--- src/hdl/xfrr_pkg.sv ---
// Types and constants of the XOR frame receiver.
`default_nettype none
package xfrr_pkg;

  localparam int unsigned ADDR_W     = 3;
  localparam int unsigned HELD_BYTES = 7;
  localparam int unsigned FILL_W     = 3;

  localparam logic [7:0]        DEV_ADDR_RESET = 8'd1;
  localparam logic [FILL_W-1:0] FILL_FULL      = FILL_W'(HELD_BYTES);

  // Register index codes (index is paddr above the byte offset).
  localparam logic REG_DEVICE_ADDRESS = 1'b0;

  typedef struct packed {
    logic [7:0]  command_id;
    logic [31:0] payload;
  } xfrr_result_t;

  typedef struct packed {
    logic         valid;
    xfrr_result_t res;
  } xfrr_push_t;

endpackage
`default_nettype wire

--- src/hdl/xor_frame_receiver_resync.sv ---
// Top level of the fixed-length frame receiver with XOR checksum and resync.
//
//  channel  direction  handshake             payload
//  in       sink       in_valid / in_stall   in_rx_byte[7:0]
//  out      source     out_valid / out_stall out_command_id[7:0], out_payload[31:0]
//  cfg      APB slave  psel/penable/pready   paddr[2:0], pwdata/prdata[31:0]
//
// One byte request is taken per cycle while in_stall is low; the frame check
// is a single XOR and compare on the seven held bytes plus the incoming byte,
// and a passing frame is registered in the result register or skid entry.
// The result register plus one skid entry set in_stall: it rises only once a
// second result is parked behind a stalled one.
// Reset (rst_n low, synchronous) empties the window and both result entries
// and loads device_address with 1; window bytes themselves are not cleared.
`default_nettype none
module xor_frame_receiver_resync (
  input  wire logic                        clk,
  input  wire logic                        rst_n,
  input  wire logic                        in_valid,
  output logic                             in_stall,
  input  wire logic [7:0]                  in_rx_byte,
  output logic                             out_valid,
  input  wire logic                        out_stall,
  output logic      [7:0]                  out_command_id,
  output logic      [31:0]                 out_payload,
  input  wire logic                        psel,
  input  wire logic                        penable,
  input  wire logic                        pwrite,
  input  wire logic [xfrr_pkg::ADDR_W-1:0] paddr,
  input  wire logic [31:0]                 pwdata,
  output logic      [31:0]                 prdata,
  output logic                             pready
);

  logic                   accept;
  logic                   buf_full;
  logic [7:0]             device_address;
  xfrr_pkg::xfrr_push_t   push;
  xfrr_pkg::xfrr_result_t res;

  // hold off new bytes only while the skid entry is occupied
  assign in_stall = buf_full;
  assign accept   = in_valid && !in_stall;

  xfrr_cfg_regs u_cfg (
    .clk            (clk),
    .rst_n          (rst_n),
    .psel           (psel),
    .penable        (penable),
    .pwrite         (pwrite),
    .paddr          (paddr),
    .pwdata         (pwdata),
    .prdata         (prdata),
    .pready         (pready),
    .device_address (device_address)
  );

  xfrr_window u_win (
    .clk            (clk),
    .rst_n          (rst_n),
    .accept         (accept),
    .rx_byte        (in_rx_byte),
    .device_address (device_address),
    .push           (push)
  );

  xfrr_out_buf u_obuf (
    .clk       (clk),
    .rst_n     (rst_n),
    .push      (push),
    .out_stall (out_stall),
    .out_valid (out_valid),
    .out_res   (res),
    .full      (buf_full)
  );

  assign out_command_id = res.command_id;
  assign out_payload    = res.payload;

endmodule
`default_nettype wire

--- src/hdl/xfrr_cfg_regs.sv ---
// Configuration register bank with an APB-style access port.
`default_nettype none
module xfrr_cfg_regs (
  input  wire logic                       clk,
  input  wire logic                       rst_n,
  input  wire logic                       psel,
  input  wire logic                       penable,
  input  wire logic                       pwrite,
  input  wire logic [xfrr_pkg::ADDR_W-1:0] paddr,
  input  wire logic [31:0]                pwdata,
  output logic      [31:0]                prdata,
  output logic                            pready,
  output logic      [7:0]                 device_address
);

  logic [7:0] dev_addr_r;
  logic [7:0] dev_addr_nxt;
  logic       wr_en;

  assign pready = 1'b1;
  assign wr_en  = psel && penable && pwrite && pready &&
                  (paddr[2] == xfrr_pkg::REG_DEVICE_ADDRESS);

  always_comb begin
    dev_addr_nxt = dev_addr_r;
    if (wr_en) begin
      dev_addr_nxt = pwdata[7:0];
    end
  end

  always_ff @(posedge clk) begin
    if (!rst_n) begin
      dev_addr_r <= xfrr_pkg::DEV_ADDR_RESET;
    end else begin
      dev_addr_r <= dev_addr_nxt;
    end
  end

  always_comb begin
    prdata = 32'd0;
    if (paddr[2] == xfrr_pkg::REG_DEVICE_ADDRESS) begin
      prdata = {24'd0, dev_addr_r};
    end
  end

  assign device_address = dev_addr_r;

endmodule
`default_nettype wire

--- src/hdl/xfrr_window.sv ---
// Sliding byte window with address and XOR checksum check.
`default_nettype none
module xfrr_window (
  input  wire logic                clk,
  input  wire logic                rst_n,
  input  wire logic                accept,
  input  wire logic [7:0]          rx_byte,
  input  wire logic [7:0]          device_address,
  output xfrr_pkg::xfrr_push_t     push
);

  logic [7:0] win_r [xfrr_pkg::HELD_BYTES];
  logic [xfrr_pkg::FILL_W-1:0] fill_r;
  logic [xfrr_pkg::FILL_W-1:0] fill_nxt;
  logic [15:0] sum;
  logic        frame_ok;

  // Newest byte always enters at the top; the oldest falls off the bottom.
  always_ff @(posedge clk) begin
    if (accept) begin
      for (int i = 0; i < int'(xfrr_pkg::HELD_BYTES) - 1; i++) begin
        win_r[i] <= win_r[i+1];
      end
      win_r[xfrr_pkg::HELD_BYTES-1] <= rx_byte;
    end
  end

  assign sum = {win_r[0], win_r[1]} ^ {win_r[2], win_r[3]} ^ {win_r[4], win_r[5]};
  assign frame_ok = (fill_r == xfrr_pkg::FILL_FULL) &&
                    (win_r[0] == device_address) &&
                    (sum == {win_r[6], rx_byte});

  always_comb begin
    fill_nxt = fill_r;
    if (accept) begin
      if (frame_ok) begin
        fill_nxt = '0;
      end else if (fill_r != xfrr_pkg::FILL_FULL) begin
        fill_nxt = fill_r + 1'b1;
      end
    end
  end

  always_ff @(posedge clk) begin
    if (!rst_n) begin
      fill_r <= '0;
    end else begin
      fill_r <= fill_nxt;
    end
  end

  assign push.valid          = accept && frame_ok;
  assign push.res.command_id = win_r[1];
  assign push.res.payload    = {win_r[2], win_r[3], win_r[4], win_r[5]};

endmodule
`default_nettype wire

--- src/hdl/xfrr_out_buf.sv ---
// Result register with one skid entry.
`default_nettype none
module xfrr_out_buf (
  input  wire logic                 clk,
  input  wire logic                 rst_n,
  input  wire xfrr_pkg::xfrr_push_t push,
  input  wire logic                 out_stall,
  output logic                      out_valid,
  output xfrr_pkg::xfrr_result_t    out_res,
  output logic                      full
);

  logic                   main_v_r, main_v_nxt;
  logic                   skid_v_r, skid_v_nxt;
  xfrr_pkg::xfrr_result_t main_r, main_nxt;
  xfrr_pkg::xfrr_result_t skid_r, skid_nxt;
  logic                   free;

  assign free = !main_v_r || !out_stall;

  always_comb begin
    main_v_nxt = main_v_r;
    skid_v_nxt = skid_v_r;
    main_nxt   = main_r;
    skid_nxt   = skid_r;
    if (free) begin
      if (skid_v_r) begin
        // advance the skid entry; no push can arrive while it is held
        main_nxt   = skid_r;
        main_v_nxt = 1'b1;
        skid_v_nxt = 1'b0;
      end else begin
        main_nxt   = push.res;
        main_v_nxt = push.valid;
      end
    end else if (push.valid) begin
      skid_nxt   = push.res;
      skid_v_nxt = 1'b1;
    end
  end

  always_ff @(posedge clk) begin
    if (!rst_n) begin
      main_v_r <= 1'b0;
      skid_v_r <= 1'b0;
    end else begin
      main_v_r <= main_v_nxt;
      skid_v_r <= skid_v_nxt;
    end
  end

  always_ff @(posedge clk) begin
    main_r <= main_nxt;
    skid_r <= skid_nxt;
  end

  assign out_valid = main_v_r;
  assign out_res   = main_r;
  assign full      = skid_v_r;

endmodule
`default_nettype wire

--- config.mk ---
export PLATFORM = sky130hd
export DESIGN_NAME = xor_frame_receiver_resync
export DESIGN_NICKNAME = d
export VERILOG_FILES = /design/src/hdl/xfrr_pkg.sv /design/src/hdl/xor_frame_receiver_resync.sv /design/src/hdl/xfrr_cfg_regs.sv /design/src/hdl/xfrr_window.sv /design/src/hdl/xfrr_out_buf.sv
export SDC_FILE = /design/constraint.sdc
export NUM_CORES = 1
export LEC_CHECK = 0
export BUFFER_PORTS_ARGS = -buffer_cell sky130_fd_sc_hd__buf_2
export CORE_MARGIN = 2
export CORE_UTILIZATION = 61
export CTS_BUF_LIST = sky130_fd_sc_hd__clkbuf_8
export DETAILED_ROUTE_END_ITERATION = 6
export PLACE_DENSITY_LB_ADDON = 0.12
export SLEW_MARGIN = 20
export SYNTH_ARGS = -nofsm -noshare
export SYNTH_HDL_FRONTEND = slang
export SYNTH_SLANG_ARGS = --single-unit
--- constraint.sdc ---
create_clock -name clk -period 7.1 [get_ports clk]
set_input_delay 0 -clock clk [delete_from_list [all_inputs] [get_ports clk]]
set_output_delay 0 -clock clk [all_outputs]
set_load 0.005 [all_outputs]
==> results.cfg <==
[global_routing]
number_of_antenna_violations_at_the_first_check_in_global_routing = 0
number_of_global_route_vias_before_repair = 2983
grt.total_usage = 0.203
overflow = 0
grt_start_max_net_pins = 59
grt_first_pass_wirelength_mm = 15.3

[drt]
drt_drc_violations_left = 0
viasPerCell = 5.06
antenna_violating_nets_post_route = 0
drt_first_iter_violations = 94
postRouteWirelength_mm = 10.0
first_pass_iters = 4
route.vias.total = 3080
wire_per_inst_um = 16.5

[synthesis]
synth-warning-count = 0
share_of_yosys_cell_area_claimed_by_the_top_area_cell_type = 0.685
postSynthRegisterBits = 149
area_of_the_mapped_netlist_um2 = 5960
syn_area_per_cell_um2 = 17.0
async_flop_share = 0
synth_top_cells_by_count = edfxtp_1 (136), mux2_2 (40), xnor2_1 (34), buf_4 (25), nand2_1 (20)
synth-edff-count = 136
syn_inst = 351
ys_types = 34
synthTopCellsByArea = edfxtp_1 (68%), mux2_2 (7.6%), xnor2_1 (5.0%)
synthMostInstantiatedCell = edfxtp_1
ys_seq_area_frac = 0.729
synth_top_flop_cell = edfxtp_1
yosysTopAreaCell = edfxtp_1

[clocking]
cts.root.buffer_cell = clkbuf_8
cts.clk_slew.worst_paths_ns = 0.08
h-tree-depth = 4
cts-buffers-inserted = 17
clock_sink_count = 149
cts_tree = done
cts_max_path_bufs = 2
cts_post_setup_buffers_inserted = 0
worst_skew_pair.late_latency_ns = 0.43

[sta]
timing.clock.skew_ns = 0.00788
slew_headroom = 0.508
rsz_0062_raised_after_global_routing = false
final_min_period_over_clock_period = 0.417
timing.final.hold_violations = 0
slew_violations = 0
tightestPinTransition_ns = 0.738
clock.fmax_mhz = 338
setup-violations-final = 0
final.min_clock_period_ns = 2.96
setup-tns-final_ns = 0

[floorplan]
die_w_um = 103
die_area_um2 = 10600
rows = 36
initial_utilization = 0.619
floorplan.die.height_um = 103
core_area_um2 = 9640
num_io_pins = 125

[critical_path]
r2r_setup_slack_ns = 4.14
setup_crit_end_kind = register
ff2ff_path_depth = 7
critPathMaxFanout = 58
data_arrival_time_at_the_worst_slack_endpoint_ns = 3.07
regToRegEndpoint = u_obuf.skid_r[17]
required_worst_endpoint_ns = 7.20
crit_path_start_kind = register
regToRegStartpoint = u_obuf.full
timing.setup.critical_path_class = register to register

[cells_and_area]
post_synthesis_to_final_layout_area_growth_pct = 17.6
fillCellCount = 672
final_net_count = 515
antenna_cells = 0
multiInputGateArea_um2 = 1500
post_route_cells_drive_above_1_share = 0.324
seqCellArea_um2 = 4350
final_cell_area_um2 = 7010

[placement]
number_of_i_o_port_buffers = 73
dpl.hpwl_mm = 6.01
post_detailed_placement_cell_area_um2 = 6410
gp_routability_congestion = 0.757

[hold_path]
hold_path_class = input pin to register
whs_path_depth = 4
min_from = out_stall
whs_endpoint = u_obuf.out_valid

[outcome]
run_status = finished clean

[power_and_ir_drop]
vdd.ir_drop.worst_mv = 0.165
cellLeakagePower_uw = 0.00260
p_per_area_nw_per_um2 = 245

[flow_run]
drv.max_cap_violation_count = 0
## metrics by stage
step           utilization  hold slack [ns]  power (uW)  setup slack, ns  std cells
6_report             0.727            0.235        1720             4.14        609
5_1_grt              0.727            0.248        1780             3.89        609
4_1_cts              0.727            0.223        1730             4.08        609
3_5_place_dp         0.665            0.206        1150             4.11        552
3_3_place_gp         0.665            0.204        1150             4.18        552
2_1_floorplan            -           0.0302        1120             3.03        374
## worst max-delay path by stage
stage	endpoint	cells after the start	from	slack (ns)
floorplan	u_obuf.skid_r[0]	6	u_obuf.full	3.03
global placement	u_obuf.skid_r[19]	7	u_obuf.full	4.18
detailed placement	u_obuf.skid_r[25]	7	u_obuf.full	4.11
CTS	u_obuf.skid_r[17]	7	u_obuf.full	4.08
global route	u_obuf.skid_r[1]	7	u_obuf.full	3.89
finish	u_obuf.skid_r[17]	7	u_obuf.full	4.14
## per-layer routing
layer	vias up	part of all wire	GRT usage
met5	-	0	0
met2	66	0.51	0.326
li1	1464	-	-
met3	13	0.036	0.0597
met1	1537	0.44	0.265
met4	0	0.014	0.0769
## power by group
part	switching, uW	internal (uW)
logic	53.8	62.5
clock network	306	271
registers	26.2	997
## worst max-delay path: stages, from the launching register on
cell     delay, ns
dfxtp_2       0.34
nor2b_4       0.09
buf_4         0.60
nand3_1       0.19
nor4_1        0.27
nand4_1       0.20
nor2_4        0.50
buf_4         0.42
## flip-flops by register name, indices dropped and copies added, names as in the netlist
signal / flops
u_win.win_r: 56
u_obuf.out_valid: 1
u_obuf.skid_r: 40
u_cfg.device_address: 8
u_obuf.full: 1
u_obuf.out_res: 40
u_win.fill_r: 3
## placed cells by master (no fill, tap or decap), types with 6 or more instances in the layout
cell	Yosys	layout
clkbuf_8	0	17
mux2_2	40	40
conb_1	2	25
a21boi_0	7	7
edfxtp_1	136	136
xor2_1	18	18
nand2_1	20	19
buf_2	0	73
xnor2_1	34	34
dlygate4sd3_1	0	25
dfxtp_1	13	12
nand4_1	6	6
clkinvlp_4	0	6
nor2b_1	9	9
## area by class of cell
type | instances | share of cell area
Clock buffer | 17 | 0.0334
Multi-Input combinational cell | 192 | 0.213
Clock inverter | 15 | 0.0170
Sequential cell | 149 | 0.620
Timing Repair Buffer | 102 | 0.0921
Tap cell | 133 | 0.0237
Inverter | 1 | 0.000535
## what timing repair did
item                      4_1_cts  5_1_grt
hold buffers                   25        0
hold endpoints to repair       21        0
gates resized for setup         0        0
## kinds of logic after synthesis
family | Yosys count | synth area share
xor gates and xnor gates | 54 | 0.0829
muxes | 41 | 0.0772
DFF | 149 | 0.729
adders and majority gates | 2 | 0.00420
AOI/OAI and AO/OA | 11 | 0.0139
and+or+nand+nor | 59 | 0.0554
other | 2 | 0.00126
buffers and inverters | 33 | 0.0365
Note: power is estimated with default switching activity, not from simulation.
